--- src/hw/rtl/bdsq_pkg.sv ---
// Shared types and constants for the balanced dual shift queue.
`timescale 1ns / 1ps
package bdsq_pkg;

  // Default number of slots in each queue
  localparam int unsigned QUEUE_DEPTH_DEF = 16;

  // Marker byte held by empty slots ('-')
  localparam logic [7:0] EMPTY_MARK = 8'd45;

  // Width of the count ports
  localparam int unsigned COUNT_W = 5;

  // Item opcodes
  typedef enum logic [2:0] {
    OP_PUSH_DROP = 3'd0,
    OP_PUSH_OVR  = 3'd1,
    OP_POP       = 3'd2,
    OP_BAL_PUSH  = 3'd3,
    OP_BAL_POP   = 3'd4
  } opcode_e;

  // Command from the top level to one queue lane
  typedef enum logic [1:0] {
    LANE_IDLE     = 2'd0,
    LANE_PUSH     = 2'd1,
    LANE_PUSH_OVR = 2'd2,
    LANE_POP      = 2'd3
  } lane_cmd_e;

  // Per-lane status back to the top level
  typedef struct packed {
    logic [7:0] head_q;  // head before the step
    logic [7:0] head_d;  // head after the step
    logic [7:0] tail_d;  // tail after the step
    logic       popped;  // an entry was removed
    logic       dropped; // a non-overwriting push found the lane full
  } lane_stat_t;

endpackage

--- src/hw/rtl/balanced_dual_shift_queue.sv ---
// Top level of the balanced dual shift queue.
//
// Two byte queues, A and B, each QUEUE_DEPTH slots, built as rows of shift
// cells with the head always in the first cell. An item (opcode_i,
// queue_select_i, data_in_i) is taken at a rising edge where start_i is high
// and busy_o is low; busy_o stays low, so an item may be issued every cycle.
// Each item yields one result on the next cycle, flagged by result_valid_o
// for exactly one cycle; throughput is 1 item per cycle. All cells
// of a queue move one slot toward the head in the same cycle on a pop
// or on an overwriting push to a full queue, which evicts the head.
// Balanced pushes go to the shorter queue (A on a tie), balanced pops to the
// longer one (A on a tie). count_a_o/count_b_o report fill modulo 32.
// Reset (rst_ni low, asynchronous) empties both queues, fills every slot
// with '-' and clears the result strobe. The receiver cannot stall: a result
// is shown for one cycle only and must be captured then.
`timescale 1ns / 1ps
module balanced_dual_shift_queue #(
  parameter int unsigned QUEUE_DEPTH = bdsq_pkg::QUEUE_DEPTH_DEF
) (
  input  logic       clk_i,
  input  logic       rst_ni,
  input  logic       start_i,
  output logic       busy_o,
  input  logic [2:0] opcode_i,
  input  logic       queue_select_i,
  input  logic [7:0] data_in_i,
  output logic       result_valid_o,
  output logic [7:0] data_out_o,
  output logic       pop_valid_o,
  output logic       push_dropped_o,
  output logic [4:0] count_a_o,
  output logic [4:0] count_b_o,
  output logic [7:0] front_selected_o,
  output logic [7:0] back_selected_o
);
  import bdsq_pkg::*;

  localparam int unsigned FW = $clog2(QUEUE_DEPTH + 1);

  logic          accept;
  logic          sel;
  lane_cmd_e     cmd, cmd_a, cmd_b;
  logic [FW-1:0] fill_a_q, fill_a_d, fill_b_q, fill_b_d, fill_sel_d;
  lane_stat_t    stat_a, stat_b, stat_sel;

  logic         valid_q;
  logic [7:0]   data_out_q, data_out_d;
  logic         pop_valid_q, push_dropped_q;
  logic [COUNT_W-1:0] count_a_q, count_b_q;
  logic [7:0]   front_q, front_d, back_q, back_d;

  assign busy_o = 1'b0;
  assign accept = start_i && !busy_o;

  // Queue choice and lane command
  always_comb begin
    sel = queue_select_i;
    cmd = LANE_IDLE;
    unique case (opcode_i)
      OP_PUSH_DROP: cmd = LANE_PUSH;
      OP_PUSH_OVR:  cmd = LANE_PUSH_OVR;
      OP_POP:       cmd = LANE_POP;
      OP_BAL_PUSH: begin
        cmd = LANE_PUSH;
        sel = (fill_a_q <= fill_b_q) ? 1'b0 : 1'b1;
      end
      OP_BAL_POP: begin
        cmd = LANE_POP;
        sel = (fill_a_q >= fill_b_q) ? 1'b0 : 1'b1;
      end
      default: cmd = LANE_IDLE;
    endcase
    if (!accept) begin
      cmd = LANE_IDLE;
    end
    cmd_a = sel ? LANE_IDLE : cmd;
    cmd_b = sel ? cmd : LANE_IDLE;
  end

  bdsq_lane #(.QUEUE_DEPTH(QUEUE_DEPTH)) u_lane_a (
    .clk_i    (clk_i),
    .rst_ni   (rst_ni),
    .cmd_i    (cmd_a),
    .data_i   (data_in_i),
    .fill_q_o (fill_a_q),
    .fill_d_o (fill_a_d),
    .stat_o   (stat_a)
  );

  bdsq_lane #(.QUEUE_DEPTH(QUEUE_DEPTH)) u_lane_b (
    .clk_i    (clk_i),
    .rst_ni   (rst_ni),
    .cmd_i    (cmd_b),
    .data_i   (data_in_i),
    .fill_q_o (fill_b_q),
    .fill_d_o (fill_b_d),
    .stat_o   (stat_b)
  );

  // Result fields from the selected lane
  assign stat_sel   = sel ? stat_b : stat_a;
  assign fill_sel_d = sel ? fill_b_d : fill_a_d;
  assign data_out_d = stat_sel.popped ? stat_sel.head_q : EMPTY_MARK;
  assign front_d    = (fill_sel_d == '0) ? EMPTY_MARK : stat_sel.head_d;
  assign back_d     = (fill_sel_d == '0) ? EMPTY_MARK : stat_sel.tail_d;

  // Result register, loaded once per item
  always_ff @(posedge clk_i or negedge rst_ni) begin
    if (!rst_ni) begin
      valid_q        <= 1'b0;
      data_out_q     <= EMPTY_MARK;
      pop_valid_q    <= 1'b0;
      push_dropped_q <= 1'b0;
      count_a_q      <= '0;
      count_b_q      <= '0;
      front_q        <= EMPTY_MARK;
      back_q         <= EMPTY_MARK;
    end else begin
      valid_q <= accept;
      if (accept) begin
        data_out_q     <= data_out_d;
        pop_valid_q    <= stat_sel.popped;
        push_dropped_q <= stat_sel.dropped;
        count_a_q      <= COUNT_W'(fill_a_d);
        count_b_q      <= COUNT_W'(fill_b_d);
        front_q        <= front_d;
        back_q         <= back_d;
      end
    end
  end

  assign result_valid_o   = valid_q;
  assign data_out_o       = data_out_q;
  assign pop_valid_o      = pop_valid_q;
  assign push_dropped_o   = push_dropped_q;
  assign count_a_o        = count_a_q;
  assign count_b_o        = count_b_q;
  assign front_selected_o = front_q;
  assign back_selected_o  = back_q;

endmodule

--- src/hw/rtl/bdsq_cell.sv ---
// One byte slot of a shifting queue.
`timescale 1ns / 1ps
module bdsq_cell (
  input  logic       clk_i,
  input  logic       rst_ni,
  input  logic       shift_i,
  input  logic       load_i,
  input  logic [7:0] load_data_i,
  input  logic [7:0] nbr_i,
  output logic [7:0] data_d_o,
  output logic [7:0] data_q_o
);
  import bdsq_pkg::*;

  logic [7:0] data_q;
  logic [7:0] data_d;

  // Load wins over shift: overwrite-on-full shifts and writes the last slot
  always_comb begin
    data_d = data_q;
    if (load_i) begin
      data_d = load_data_i;
    end else if (shift_i) begin
      data_d = nbr_i;
    end
  end

  always_ff @(posedge clk_i or negedge rst_ni) begin
    if (!rst_ni) begin
      data_q <= EMPTY_MARK;
    end else begin
      data_q <= data_d;
    end
  end

  assign data_d_o = data_d;
  assign data_q_o = data_q;

endmodule

--- src/hw/rtl/bdsq_lane.sv ---
// One queue: a row of cells plus fill count and tail register.
`timescale 1ns / 1ps
module bdsq_lane #(
  parameter int unsigned QUEUE_DEPTH = bdsq_pkg::QUEUE_DEPTH_DEF,
  localparam int unsigned FW = $clog2(QUEUE_DEPTH + 1),
  localparam int unsigned IW = $clog2(QUEUE_DEPTH)
) (
  input  logic                  clk_i,
  input  logic                  rst_ni,
  input  bdsq_pkg::lane_cmd_e   cmd_i,
  input  logic [7:0]            data_i,
  output logic [FW-1:0]         fill_q_o,
  output logic [FW-1:0]         fill_d_o,
  output bdsq_pkg::lane_stat_t  stat_o
);
  import bdsq_pkg::*;

  logic [FW-1:0] fill_q, fill_d;
  logic [7:0]    tail_q, tail_d;
  logic          shift, load;
  logic [IW-1:0] load_idx;
  logic          full, empty;
  logic          popped, dropped;
  logic [7:0]    cell_q [QUEUE_DEPTH];
  logic [7:0]    cell_d [QUEUE_DEPTH];

  assign full  = (fill_q == FW'(QUEUE_DEPTH));
  assign empty = (fill_q == '0);

  // Command decode
  always_comb begin
    shift    = 1'b0;
    load     = 1'b0;
    load_idx = fill_q[IW-1:0];
    fill_d   = fill_q;
    tail_d   = tail_q;
    popped   = 1'b0;
    dropped  = 1'b0;
    unique case (cmd_i)
      LANE_PUSH: begin
        if (full) begin
          dropped = 1'b1;
        end else begin
          load   = 1'b1;
          fill_d = fill_q + FW'(1);
          tail_d = data_i;
        end
      end
      LANE_PUSH_OVR: begin
        if (full) begin
          // evict head, append at last slot
          shift    = 1'b1;
          load     = 1'b1;
          load_idx = IW'(QUEUE_DEPTH - 1);
          tail_d   = data_i;
        end else begin
          load   = 1'b1;
          fill_d = fill_q + FW'(1);
          tail_d = data_i;
        end
      end
      LANE_POP: begin
        if (!empty) begin
          shift  = 1'b1;
          popped = 1'b1;
          fill_d = fill_q - FW'(1);
          tail_d = (fill_q == FW'(1)) ? EMPTY_MARK : tail_q;
        end
      end
      default: begin
      end
    endcase
  end

  // Row of cells, each fed by its right neighbor, the last by the marker byte
  for (genvar i = 0; i < QUEUE_DEPTH; i++) begin : g_cell
    logic [7:0] nbr;
    if (i == QUEUE_DEPTH - 1) begin : g_last
      assign nbr = EMPTY_MARK;
    end else begin : g_mid
      assign nbr = cell_q[i+1];
    end
    bdsq_cell u_cell (
      .clk_i       (clk_i),
      .rst_ni      (rst_ni),
      .shift_i     (shift),
      .load_i      (load && (load_idx == IW'(i))),
      .load_data_i (data_i),
      .nbr_i       (nbr),
      .data_d_o    (cell_d[i]),
      .data_q_o    (cell_q[i])
    );
  end

  // Fill count and tail byte
  always_ff @(posedge clk_i or negedge rst_ni) begin
    if (!rst_ni) begin
      fill_q <= '0;
      tail_q <= EMPTY_MARK;
    end else begin
      fill_q <= fill_d;
      tail_q <= tail_d;
    end
  end

  assign fill_q_o       = fill_q;
  assign fill_d_o       = fill_d;
  assign stat_o.head_q  = cell_q[0];
  assign stat_o.head_d  = cell_d[0];
  assign stat_o.tail_d  = tail_d;
  assign stat_o.popped  = popped;
  assign stat_o.dropped = dropped;

endmodule

--- config.mk ---
export PLATFORM = sky130hd
export DESIGN_NAME = balanced_dual_shift_queue
export DESIGN_NICKNAME = d
export VERILOG_FILES = /design/src/hw/rtl/bdsq_pkg.sv /design/src/hw/rtl/balanced_dual_shift_queue.sv /design/src/hw/rtl/bdsq_cell.sv /design/src/hw/rtl/bdsq_lane.sv
export SDC_FILE = /design/constraint.sdc
export NUM_CORES = 1
export LEC_CHECK = 0
export CAP_MARGIN = 20
export CELL_PAD_IN_SITES_DETAIL_PLACEMENT = 1
export CELL_PAD_IN_SITES_GLOBAL_PLACEMENT = 1
export CORE_ASPECT_RATIO = 1.25
export CORE_MARGIN = 2
export CORE_UTILIZATION = 46
export DETAILED_ROUTE_END_ITERATION = 8
export DONT_BUFFER_PORTS = 1
export HOLD_SLACK_MARGIN = 0.12
export PLACE_DENSITY_LB_ADDON = 0.1
export SLEW_MARGIN = 20
export SYNTH_ARGS = -nofsm -noshare
export SYNTH_HDL_FRONTEND = slang
export SYNTH_HIERARCHICAL = 1
export SYNTH_SLANG_ARGS = --single-unit
--- constraint.sdc ---
create_clock -name clk_i -period 4.6 [get_ports clk_i]
set_input_delay 0.46 -clock clk_i [delete_from_list [all_inputs] [get_ports clk_i]]
set_output_delay 0.46 -clock clk_i [all_outputs]
set_load 0.01 [all_outputs]
# Word-level counts from Yosys, hierarchy flattened
# Cells that the tools add are included.
[op_classes]
add_sub_neg = 4
n_lt_le_gt_ge = 2
eq_ne = 44
mux = 108
n_reduce_logical = 72
[ops]
columns = ["operator", "count"]
rows = [
  ["8-bit 2-to-1 mux", 73],
  ["4-bit == test, second input constant", 16],
  ["2-bit nonzero test", 30],
  ["8-bit case mux with 3 select lines", 2],
  ["4-bit by 3-bit == test with 1-bit output, second input constant", 8],
  ["1-bit logical AND", 32],
  ["26-bit 2-to-1 mux", 1],
  ["5-bit 2-to-1 mux", 5],
  ["5-bit case mux with 2 select lines", 2],
  ["4-bit by 2-bit == test with 1-bit output, second input constant", 4],
  ["4-bit 2-to-1 mux", 4],
  ["5-bit zero test", 3],
  ["1-bit 2-to-1 mux", 12],
  ["5-bit by 1-bit adder with 5-bit output, second input constant", 2],
  ["5-bit by 1-bit == test with 1-bit output, second input constant", 2],
  ["5-bit == test, second input constant", 2],
  ["1-bit case mux with 2 select lines", 5],
  ["5-bit by 1-bit subtractor with 5-bit output, second input constant", 2],
  ["2-bit == test, second input constant", 4],
  ["4-bit by 1-bit == test with 1-bit output, second input constant", 2],
  ["4-bit zero test", 2],
  ["2-bit OR reduction", 4],
  ["3-bit by 2-bit == test with 1-bit output, second input constant", 2],
  ["2-bit 2-to-1 mux", 3],
  ["7 further kinds", 8],
]
[word_totals]
ff_bits = 319
in_bits = 15
out_inout_bits = 38
wordCells = 274

# Longest topological paths before layout
# Gate-level depths: netlist of run 1.
[depth]
word_depth = 12
ltp_mapped = 21
mapped_depth_nobuf = 19

# Cells and area by module
# The synthesis of run 1 kept the hierarchy.
[modules_own_cells]
columns = ["mod", "instances", "cells_per_inst", "area_each_um2", "seq_area_each_um2"]
rows = [
  ["bdsq_cell", 32, 34, 377.9, 205.2],
  ["balanced_dual_shift_queue", 1, 265, 2424.8, 940.9],
  ["bdsq_lane", 2, 123, 1031.0, 330.3],
]

# Worst setup path after synthesis of run 1
# No wires, ideal clock.
[synth_path]
kind = "reg-to-reg"
start = "register u_lane_b.fill_q[4], in the netlist u_lane_b/fill_q_o[4]"
end = "register front_q[3], in the netlist front_selected_o[3]"
setup_time_ns = 0.064
arrival_ns = 4.298
t_required_ns = 4.536
setup_slack_ns = 0.238
stages_incl_launch_ff = 22
path_buffers = 4
path_cell_list = "dfrtp_1 -> inv_1 -> ha_1 -> nand2_1 -> o21ai_1 -> mux2i_4 -> a21oi_2 -> nor2_1 -> inv_1 -> ha_1 -> buf_2 -> clkbuf_1 -> o21bai_1 -> o21ai_0 -> o41ai_1 -> or4_1 -> clkbuf_1 -> nor2_2 -> buf_2 -> o21ai_0 -> a211o_1 -> nand3_1"
[synth_between]
word_cells_on_any_way = 45
cone_classes = "2 x add/sub; 2 x order compare; 7 x eq/ne; 26 x mux; 8 x reduce/logical"
[synth_rtl]
columns = ["element", "line", "rtl"]
rows = [
  ["start, declared", "bdsq_lane.sv:18", "logic [FW-1:0] fill_q, fill_d;"],
  ["start signal, assigned", "bdsq_lane.sv:101", "fill_q <= fill_d;"],
  ["5-bit greater-or-equal comparator or 5-bit less-or-equal comparator (tied branches)", "balanced_dual_shift_queue.sv:69, balanced_dual_shift_queue.sv:65", ""],
  ["1-bit 2-to-1 mux, on equally long branches", "balanced_dual_shift_queue.sv:69, balanced_dual_shift_queue.sv:65", ""],
  ["1-bit case mux with 2 select lines (*)", "balanced_dual_shift_queue.sv:59", "unique case (opcode_i)"],
  ["2-bit 2-to-1 mux (*)", "balanced_dual_shift_queue.sv:77", "cmd_b = sel ? cmd : LANE_IDLE;"],
  ["named net cmd_b[0]", "balanced_dual_shift_queue.sv:42", "lane_cmd_e cmd, cmd_a, cmd_b;"],
  ["2-bit by 1-bit == test with 1-bit output or 2-bit == test (tied branches)", "bdsq_lane.sv:39", "unique case (cmd_i)"],
  ["2-bit OR reduction (no line)", "n/a", ""],
  ["5-bit case mux with 2 select lines (*)", "bdsq_lane.sv:39", ""],
  ["named net fill_b_d[2]", "balanced_dual_shift_queue.sv:43", "logic [FW-1:0] fill_a_q, fill_a_d, fill_b_q, fill_b_d, fill_sel_d;"],
  ["5-bit 2-to-1 mux (*)", "balanced_dual_shift_queue.sv:102", "assign fill_sel_d = sel ? fill_b_d : fill_a_d;"],
  ["5-bit zero test (*)", "balanced_dual_shift_queue.sv:104", "assign front_d = (fill_sel_d == '0) ? EMPTY_MARK : stat_sel.head_d;"],
  ["8-bit 2-to-1 mux (*)", "balanced_dual_shift_queue.sv:104", ""],
  ["end signal, assigned", "balanced_dual_shift_queue.sv:126", "front_q <= front_d;"],
  ["end, declared", "balanced_dual_shift_queue.sv:50", "logic [7:0] front_q, front_d, back_q, back_d;"],
]
# The timed path passes the listed nets; every way through them passes the cells marked *.
# A chain may end at the register's enable or synchronous reset.

# Worst setup path after layout of run 1
[layout_path]
start = "register u_lane_a.fill_q[4], in the netlist u_lane_a/fill_q_o[4]"
end = "register back_q[5], in the netlist back_selected_o[5]"
[layout_between]
elab_chain_len = 10
word_cells_on_any_way = 33
cone_classes = "2 x add/sub; 2 x order compare; 8 x eq/ne; 17 x mux; 4 x reduce/logical"
[layout_rtl]
columns = ["element", "line", "rtl"]
rows = [
  ["start, declared", "bdsq_lane.sv:18", ""],
  ["start signal, assigned", "bdsq_lane.sv:101", ""],
  ["5-bit greater-or-equal comparator or 5-bit less-or-equal comparator (tied branches)", "balanced_dual_shift_queue.sv:69, balanced_dual_shift_queue.sv:65", ""],
  ["1-bit 2-to-1 mux, on equally long branches", "balanced_dual_shift_queue.sv:69, balanced_dual_shift_queue.sv:65", ""],
  ["1-bit case mux with 2 select lines (*)", "balanced_dual_shift_queue.sv:59", ""],
  ["2-bit 2-to-1 mux (*)", "balanced_dual_shift_queue.sv:77", ""],
  ["named net cmd_b[0]", "balanced_dual_shift_queue.sv:42", ""],
  ["2-bit by 1-bit == test with 1-bit output or 2-bit == test (tied branches)", "bdsq_lane.sv:39", ""],
  ["2-bit OR reduction (no line)", "n/a", ""],
  ["5-bit case mux with 2 select lines (*)", "bdsq_lane.sv:39", ""],
  ["named net fill_b_d[2]", "balanced_dual_shift_queue.sv:43", ""],
  ["5-bit 2-to-1 mux (*)", "balanced_dual_shift_queue.sv:102", ""],
  ["5-bit zero test (*)", "balanced_dual_shift_queue.sv:105", "assign back_d = (fill_sel_d == '0) ? EMPTY_MARK : stat_sel.tail_d;"],
  ["8-bit 2-to-1 mux (*)", "balanced_dual_shift_queue.sv:105", ""],
  ["end signal, assigned", "balanced_dual_shift_queue.sv:127", "back_q <= back_d;"],
  ["end, declared", "balanced_dual_shift_queue.sv:50", ""],
]
# Marks and branches as above.

==> metrics.md, run 1 <==
| Metric | Value |
|---|---|
| Gpl congestion | `between 0.8 and 0.9` |
| Top delay family on crit path | `simple AND/OR/NAND/NOR gates` |
| Fmax | `around 230 MHz` |
| Num rows | `77` |
| Die Span Y | `between 200 and 250 um` |
| Post-synth top cells | `280 x nand2_1, 258 x o21ai_1, 257 x mux2i_1` |
| WS Path Type | `flop to flop` |
| Routed wire per std cell | `around 21 um` |
| Place WS | `-0.00612 ns` |
| Yosys warnings | `6` |
| CP Data Arrival Time | `4.75 ns` |
| Drt first pass iters | `5` |
| Unrepaired setup endpoints after global routing | `no` |
| Worst path cell trace | `ha_1 -> nand2_1 -> o21ai_4 -> mux2i_4 -> a21oi_2 -> nor2_2 -> inv_1 -> ha_4 -> nor3b_1 -> o21ai_0 -> o41ai_1 -> or4_1 -> nor2_2 -> buf_4 -> o21ai_0 -> a211o_2 -> nand3_1` |
| # hold bufs at CTS | `11` |
| Area growth syn-to-layout | `10.3%` |
| Avg Cell Area, Syn | `10.4 sq um` |
| DRC viols | `0` |
| Synth async-reset ratio | `1.00` |
| Synth area leaders | `dfrtp_1 26%, dfstp_2 23%, mux2i_1 16%, o21ai_1 7.8%, nand2_1 6.3%` |
| Critical path peak fanout | `16` |
| Clock root cell | `clkbuf_16` |
| Vias in the first global route | `between 10000 and 15000` |
| Synth Cell Area | `approximately 17000 sq um` |
| Setup bufs post-CTS | `0` |
| Placed Area | `between 15000 and 20000 sq um` |
| Global Route Usage Sum | `0.244` |
| Deepest clock path buffer count | `3` |
| GRT overflow | `0` |
| Clock network fraction of total power | `0.304` |
| Area of the die | `roughly 38000 sq um` |
| Critical path buffers and inverters | `2` |
| Hold Slack | `-0.348 ns` |
| Critical path startpoint category | `flop` |
| Status | `finished, violations left` |
| Switch Pwr | `3.52 mW` |
| Synth area leader | `dfrtp_1` |
| Maximum VDD drop | `0.439 mV` |
| Tightest Hold Check Type | `input pin to async pin` |
| Port Buffers | `0` |
| Relative max-transition margin | `0.269` |
| Total core area | `~35000 sq um` |
| Static Leak | `6.88 nW` |
| Cell count after synthesis | `between 1500 and 2000` |
| DPL Wire Length | `between 20000 and 30000 um` |
| CP peak stage delay | `approximately 0.76 ns` |
| Worst path slowest cell | `or4_1` |
| Initial antenna violation count | `0` |
| Htree depth | `2` |
| Final wirelength | `~45000 um` |
| Top-count cell post-synth | `nand2_1` |
| Seq pwr share | `0.393` |
| Pwr Density | `around 560 nW/um^2` |
| Main synth FF type | `dfrtp_1` |
| Period minus WS final | `roughly 4.3 ns` |
| Fraction of power spent switching nets | `0.346` |
| CTS buffer count | `37` |
| Setup_tns | `0 ns` |
| Ant. Diodes | `0` |
| Clock Latency Late Sink | `0.55 ns` |
| Final Util | `0.516` |
| Nature of the critical path endpoint | `flop` |
| Fin nets | `1656` |
| First-pass GRT wire length | `approximately 73000 um` |
| Setup WS post-layout | `~0.32 ns` |
| Clock sink count | `about 320` |
| Worst-margin pin slew | `roughly 1.1 ns` |
| Layout cells sized above 1 | `0.191` |
| Via density | `around 5.7` |
| Seq/Total Area, Yosys | `0.493` |
| Die width | `174 um` |
| CTS tree | `built` |
| Synth Register Bits | `~320` |
| Final setup violating endpoints | `0` |
| Slew Limit Fails | `0` |
| Data required, critical path | `~5.1 ns` |
| Vias | `12100` |
| Largest net degree at the start of global routing | `320` |
| Initial Util | `0.468` |
| Comb pwr share | `0.303` |
| Post-synth top area share | `0.258` |
| First-iteration detailed-routing DRC count | `around 580` |
| Synth unique cells | `61` |
| Worst-path clk slew | `roughly 0.060 ns` |
| Clock Skew | `around 0.022 ns` |
| Post-Layout Inst Area | `about 18000 sq um` |
| Post-synth EDFFs | `0` |
| Final Cycle Share | `0.931` |
| Hold Vio Cnt, Final | `202` |
| Residual antenna-violating net count after detailed routing | `0` |
| Pint | `~6.6 mW` |
| Max_cap viols | `0` |
| I/O pin count | `between 50 and 60` |
| Failing checks | `negative hold slack` |
-- power groups by stage --
stage | registers (mW) | logic [mW] | clock network (mW)
after global placement | 4.01 | 2.75 | 0
after detailed placement | 4.03 | 2.86 | 0
after global routing | 4.06 | 3.36 | 3.27
final | 3.99 | 3.08 | 3.09
after floorplan | 3.90 | 2.07 | 0
after CTS | 4.00 | 2.98 | 3.17
-- cell usage in the layout, fill, tap and decap left out, types with 5 or more instances in the layout --
cell       count
a211o_2        6
a21oi_1       34
a221o_1        9
a22o_1         8
a311oi_1      12
and2_1         5
buf_12        10
buf_4         57
bufinv_16      5
clkbuf_1      11
clkbuf_16     39
clkinv_2       8
conb_1        17
dfrtp_1      171
dfstp_2      148
ha_1          23
inv_1         27
mux2_2        13
mux2i_1      257
nand2_1      278
nand2b_1       8
nand3_1       35
nor2_1        48
nor2_2         5
nor3_1        10
o2111ai_1      6
o211a_1        8
o21ai_0       37
o21ai_1      259
o221ai_1       9
-- flip-flops by register name, summed over array words and instances (netlist names) --
signal	count
push_dropped_o	1
u_lane_b/tail_q	8
u_lane_b/g_cell.u_cell/data_q_o	128
result_valid_o	1
u_lane_a/g_cell.u_cell/data_q_o	128
data_out_o	8
u_lane_a/fill_q_o	5
pop_valid_o	1
count_b_o	5
u_lane_b/fill_q_o	5
back_selected_o	8
front_selected_o	8
u_lane_a/tail_q	8
count_a_o	5
-- worst register-to-register path, cell delays in order (launching register included) --
cell	delay, ns
dfrtp_1	0.39
ha_1	0.35
nand2_1	0.11
o21ai_4	0.24
mux2i_4	0.30
a21oi_2	0.11
nor2_2	0.16
inv_1	0.11
ha_4	0.30
nor3b_1	0.15
o21ai_0	0.19
o41ai_1	0.15
or4_1	0.76
nor2_2	0.16
buf_4	0.22
o21ai_0	0.11
a211o_2	0.31
nand3_1	0.09
-- cell type report --
cell class | count | area, sq um
Timing Repair Buffer | 70 | 658
Clock inverter | 15 | 208
Clock buffer | 53 | 1060
Fill cell | 3942 | 17200
Inverter | 29 | 109
Multi-Input combinational cell | 1159 | 7490
Tap cell | 474 | 593
Sequential cell | 319 | 8170
-- per-stage QoR --
stage | total power [mW] | cells
6_report | 10.2 | 2119
5_1_grt | 10.7 | 2119
4_1_cts | 10.1 | 2119
3_5_place_dp | 6.90 | 2040
3_3_place_gp | 6.76 | 2040
2_1_floorplan | 5.96 | 1611
-- cell families after synthesis --
logic type               count (synthesis)  share of synthesized area
AO/OA/AOI/OAI                          430                      0.151
XOR/XNOR                                 1                   0.000528
adder cells (fa/ha/maj)                 25                     0.0189
buffers and inverters                  133                     0.0634
flip-flops                             319                      0.493
multiplexers                           271                      0.165
other                                    5                    0.00113
AND/OR/NAND/NOR                        415                      0.107
-- per-layer routing --
metal	wire [um]	track usage	share of wire	vias to the layer above
met5	0	0	0	-
met4	1270	0.0762	0.028	0
met3	1690	0.0372	0.038	74
met2	22700	0.428	0.50	190
met1	19400	0.310	0.43	6132
li1	-	-	-	5689
-- path summary, 6_finish.rpt --
| check | from | to | slack, ns | cells after the start |
|---|---|---|---|---|
| setup / recovery | u_lane_a/fill_q_o[4] | back_selected_o[5] | 0.32 | 17 |
| hold / removal | rst_ni | u_lane_b/g_cell[3].u_cell/data_q_o[4] | -0.35 | 0 |
| setup reg to reg | u_lane_a/fill_q_o[4] | back_selected_o[5] | 0.32 | 17 |
| hold reg to reg | u_lane_b/tail_q[6] | u_lane_b/tail_q[6] | 0.50 | 1 |
| max in group asynchronous | rst_ni | u_lane_b/g_cell[5].u_cell/data_q_o[7] | 4.33 | 0 |
| min in group clk_i | start_i | back_selected_o[4] | 0.15 | 3 |
-- repair_timing --
action	in CTS	in global routing
resized for setup	2	14
setup endpoints to repair	8	17
endpoints found under the hold margin	594	319
No activity file was read; power rests on OpenSTA's default activity.
==> run 2, diff against run 1 <==
--- a/config.mk
+++ b/config.mk
@@ -5,14 +5,14 @@
 export SDC_FILE = /design/constraint.sdc
 export NUM_CORES = 1
 export LEC_CHECK = 0
+export BUFFER_PORTS_ARGS = -buffer_cell sky130_fd_sc_hd__buf_4
 export CAP_MARGIN = 20
 export CELL_PAD_IN_SITES_DETAIL_PLACEMENT = 1
 export CELL_PAD_IN_SITES_GLOBAL_PLACEMENT = 1
 export CORE_ASPECT_RATIO = 1.25
 export CORE_MARGIN = 2
-export CORE_UTILIZATION = 46
+export CORE_UTILIZATION = 50
 export DETAILED_ROUTE_END_ITERATION = 8
-export DONT_BUFFER_PORTS = 1
 export HOLD_SLACK_MARGIN = 0.12
 export PLACE_DENSITY_LB_ADDON = 0.1
 export SLEW_MARGIN = 20
==> constraint.sdc (replaced) <==
create_clock -name clk_i -period 4.9 [get_ports clk_i]
set_input_delay 0.49 -clock clk_i [delete_from_list [all_inputs] [get_ports clk_i]]
set_output_delay 0.49 -clock clk_i [all_outputs]
set_load 0.01 [all_outputs]
==> run 2 against run 1 <==
Net effect:
- the flow now finishes without violations
- first-iteration DRC count rose by 23%
- core utilization rose by 4.5 points
- via count rose by 1.4%
- largest power group unchanged
- die area fell by 7.8%
- total power fell by 7.7%
- largest cell class unchanged
- worst setup slack improved by 0.0031 ns
- critical path depth fell by 1
- highest routed layer unchanged
==> metrics.md, run 2 (synthesis results as in run 1) <==
| Metric | Value |
|---|---|
| Area of the die | `about 35000 sq um` |
| I/O pin count | `53` |
| Critical path peak fanout | `11` |
| Place WS | `a little over 0.005 ns` |
| Slew Limit Fails | `0` |
| Port Buffers | `51` |
| Worst path slowest cell | `or4_1` |
| Routed wire per std cell | `20.6 um` |
| Deepest clock path buffer count | `3` |
| WS Path Type | `flop to flop` |
| Fmax | `218 MHz` |
| Clock Latency Late Sink | `0.52 ns` |
| Most common cell after layout, fill and taps aside | `nand2_1` |
| GRT overflow | `0` |
| Area growth syn-to-layout | `10.5%` |
| Die Span Y | `208 um` |
| Max_cap viols | `0` |
| Via density | `5.84` |
| Vias | `~12000` |
| CP Data Arrival Time | `between 5 and 6 ns` |
| Static Leak | `7.00 nW` |
| Hold Vio Cnt, Final | `0` |
| Relative max-transition margin | `0.323` |
| Initial antenna violation count | `0` |
| Final setup violating endpoints | `0` |
| Drt first pass iters | `5` |
| First-iteration detailed-routing DRC count | `710` |
| Setup WS post-layout | `0.321 ns` |
| Htree depth | `2` |
| Worst path cell trace | `inv_1 -> ha_1 -> nand2_1 -> o21ai_4 -> mux2i_4 -> a21o_1 -> nor2_1 -> inv_1 -> ha_2 -> nor3b_1 -> o21ai_0 -> o41ai_2 -> or4_1 -> nor2_2 -> o221ai_1 -> nand3_1` |
| Clock sink count | `319` |
| Tightest Hold Check Type | `input pin to flop` |
| Reg area | `approximately 8000 sq um` |
| DPL Wire Length | `roughly 28000 um` |
| Largest net degree at the start of global routing | `around 120` |
| Global Route Usage Sum | `0.249` |
| Status | `finished clean` |
| Crit path top cell by count | `inv_1` |
| Pwr Density | `a little over 500 nW/um^2` |
| Maximum VDD drop | `about 0.34 mV` |
| CP peak stage delay | `between 0.6 and 0.7 ns` |
| DRC viols | `0` |
| Fillers | `roughly 3600` |
| Multi-input logic area | `around 7500 sq um` |
| Final Cycle Share | `0.934` |
| Overall Power | `9.38 mW` |
| Nature of the critical path endpoint | `flop` |
| Vias in the first global route | `13100` |
| Die width | `around 170 um` |
| First-pass GRT wire length | `between 70000 and 80000 um` |
| Ant. Diodes | `0` |
| Period minus WS final | `4.58 ns` |
| Commonest cells after routing, fill and taps aside | `278 x nand2_1, 257 x mux2i_1, 257 x o21ai_1` |
| Setup_tns | `0 ns` |
| CTS tree | `built` |
| Residual antenna-violating net count after detailed routing | `0` |
| Critical path startpoint category | `flop` |
| Worst-margin pin slew | `roughly 1.0 ns` |
| Unrepaired setup endpoints after global routing | `no` |
| Critical path buffers and inverters | `2` |
| Top delay family on crit path | `simple AND/OR/NAND/NOR gates` |
| Clock root cell | `clkbuf_16` |
| Initial Util | `0.507` |
| Data required, critical path | `~5.4 ns` |
| Clock Skew | `about 0.012 ns` |
| CTS buffer count | `36` |
| Fin nets | `approximately 1700` |
| Layout cells sized above 1 | `0.211` |
| Gpl congestion | `approximately 0.90` |
| Worst-path clk slew | `roughly 0.06 ns` |
| Total core area | `32700 sq um` |
| Num rows | `74` |
| Final wirelength | `~43000 um` |
==> run 2: routing by layer <==
metal / GRT usage / part of all wire
met5: 0 / 0
met4: 0.0666 / 0.020
met3: 0.0271 / 0.023
met2: 0.446 / 0.52
met1: 0.321 / 0.43
==> run 2: report_power, final <==
group / switching [mW] / internal [mW]
Sequential: 0.343 / 3.35
Combinational: 1.87 / 1.13
Clock: 1.09 / 1.59
==> run 2: cell type report <==
class | instances | area share
clock inverter | 10 | 0.00478
sequential | 319 | 0.446
tap | 418 | 0.0285
multi-input combinational | 1159 | 0.407
inverter | 29 | 0.00594
clock buffer | 54 | 0.0595
timing repair buffer | 110 | 0.0483
==> run 2: worst reg2reg max path: stages, from the launching register on <==
cell and delay, ns:
dfrtp_2 0.43, inv_1 0.06, ha_1 0.33, nand2_1 0.11, o21ai_4 0.25, mux2i_4 0.35
a21o_1 0.37, nor2_1 0.15, inv_1 0.12, ha_2 0.35, nor3b_1 0.17, o21ai_0 0.26
o41ai_2 0.18, or4_1 0.69, nor2_2 0.38, o221ai_1 0.21, nand3_1 0.10
==> run 2: timing repair <==
| item | in CTS | in global routing |
|---|---|---|
| endpoints found under the hold margin | 7 | 0 |
| setup endpoints to repair | 13 | 16 |
| hold buffers | 1 | 0 |
| pin swaps | 0 | 0 |
| setup buffers | 0 | 3 |
| gates resized for setup | 1 | 10 |
==> run 2: worst paths after layout <==
kind                                                          end  cells past startpoint  slack [ns]            startpoint
max                                            back_selected_o[3]                     16        0.32  u_lane_b/fill_q_o[4]
min                        u_lane_a/g_cell[15].u_cell/data_q_o[6]                      3        0.32          data_in_i[6]
max reg2reg                                    back_selected_o[3]                     16        0.32  u_lane_b/fill_q_o[4]
min reg2reg                                    u_lane_b/tail_q[7]                      1        0.50    u_lane_b/tail_q[7]
max in group asynchronous  u_lane_b/g_cell[14].u_cell/data_q_o[4]                      3        2.97                rst_ni
min in group asynchronous   u_lane_b/g_cell[5].u_cell/data_q_o[6]                      2        0.63                rst_ni
==> run 2: stage by stage <==
step                cell area (sq um)  hold WS, ns  utilization  std cells
detailed placement              17100        0.479        0.522       2031
finish                          18300        0.317        0.561       2099
CTS                             18300        0.298        0.559       2096
global placement                17100        0.481        0.522       2031
global route                    18300        0.316        0.561       2099
floorplan                       16600        0.194            -       1611
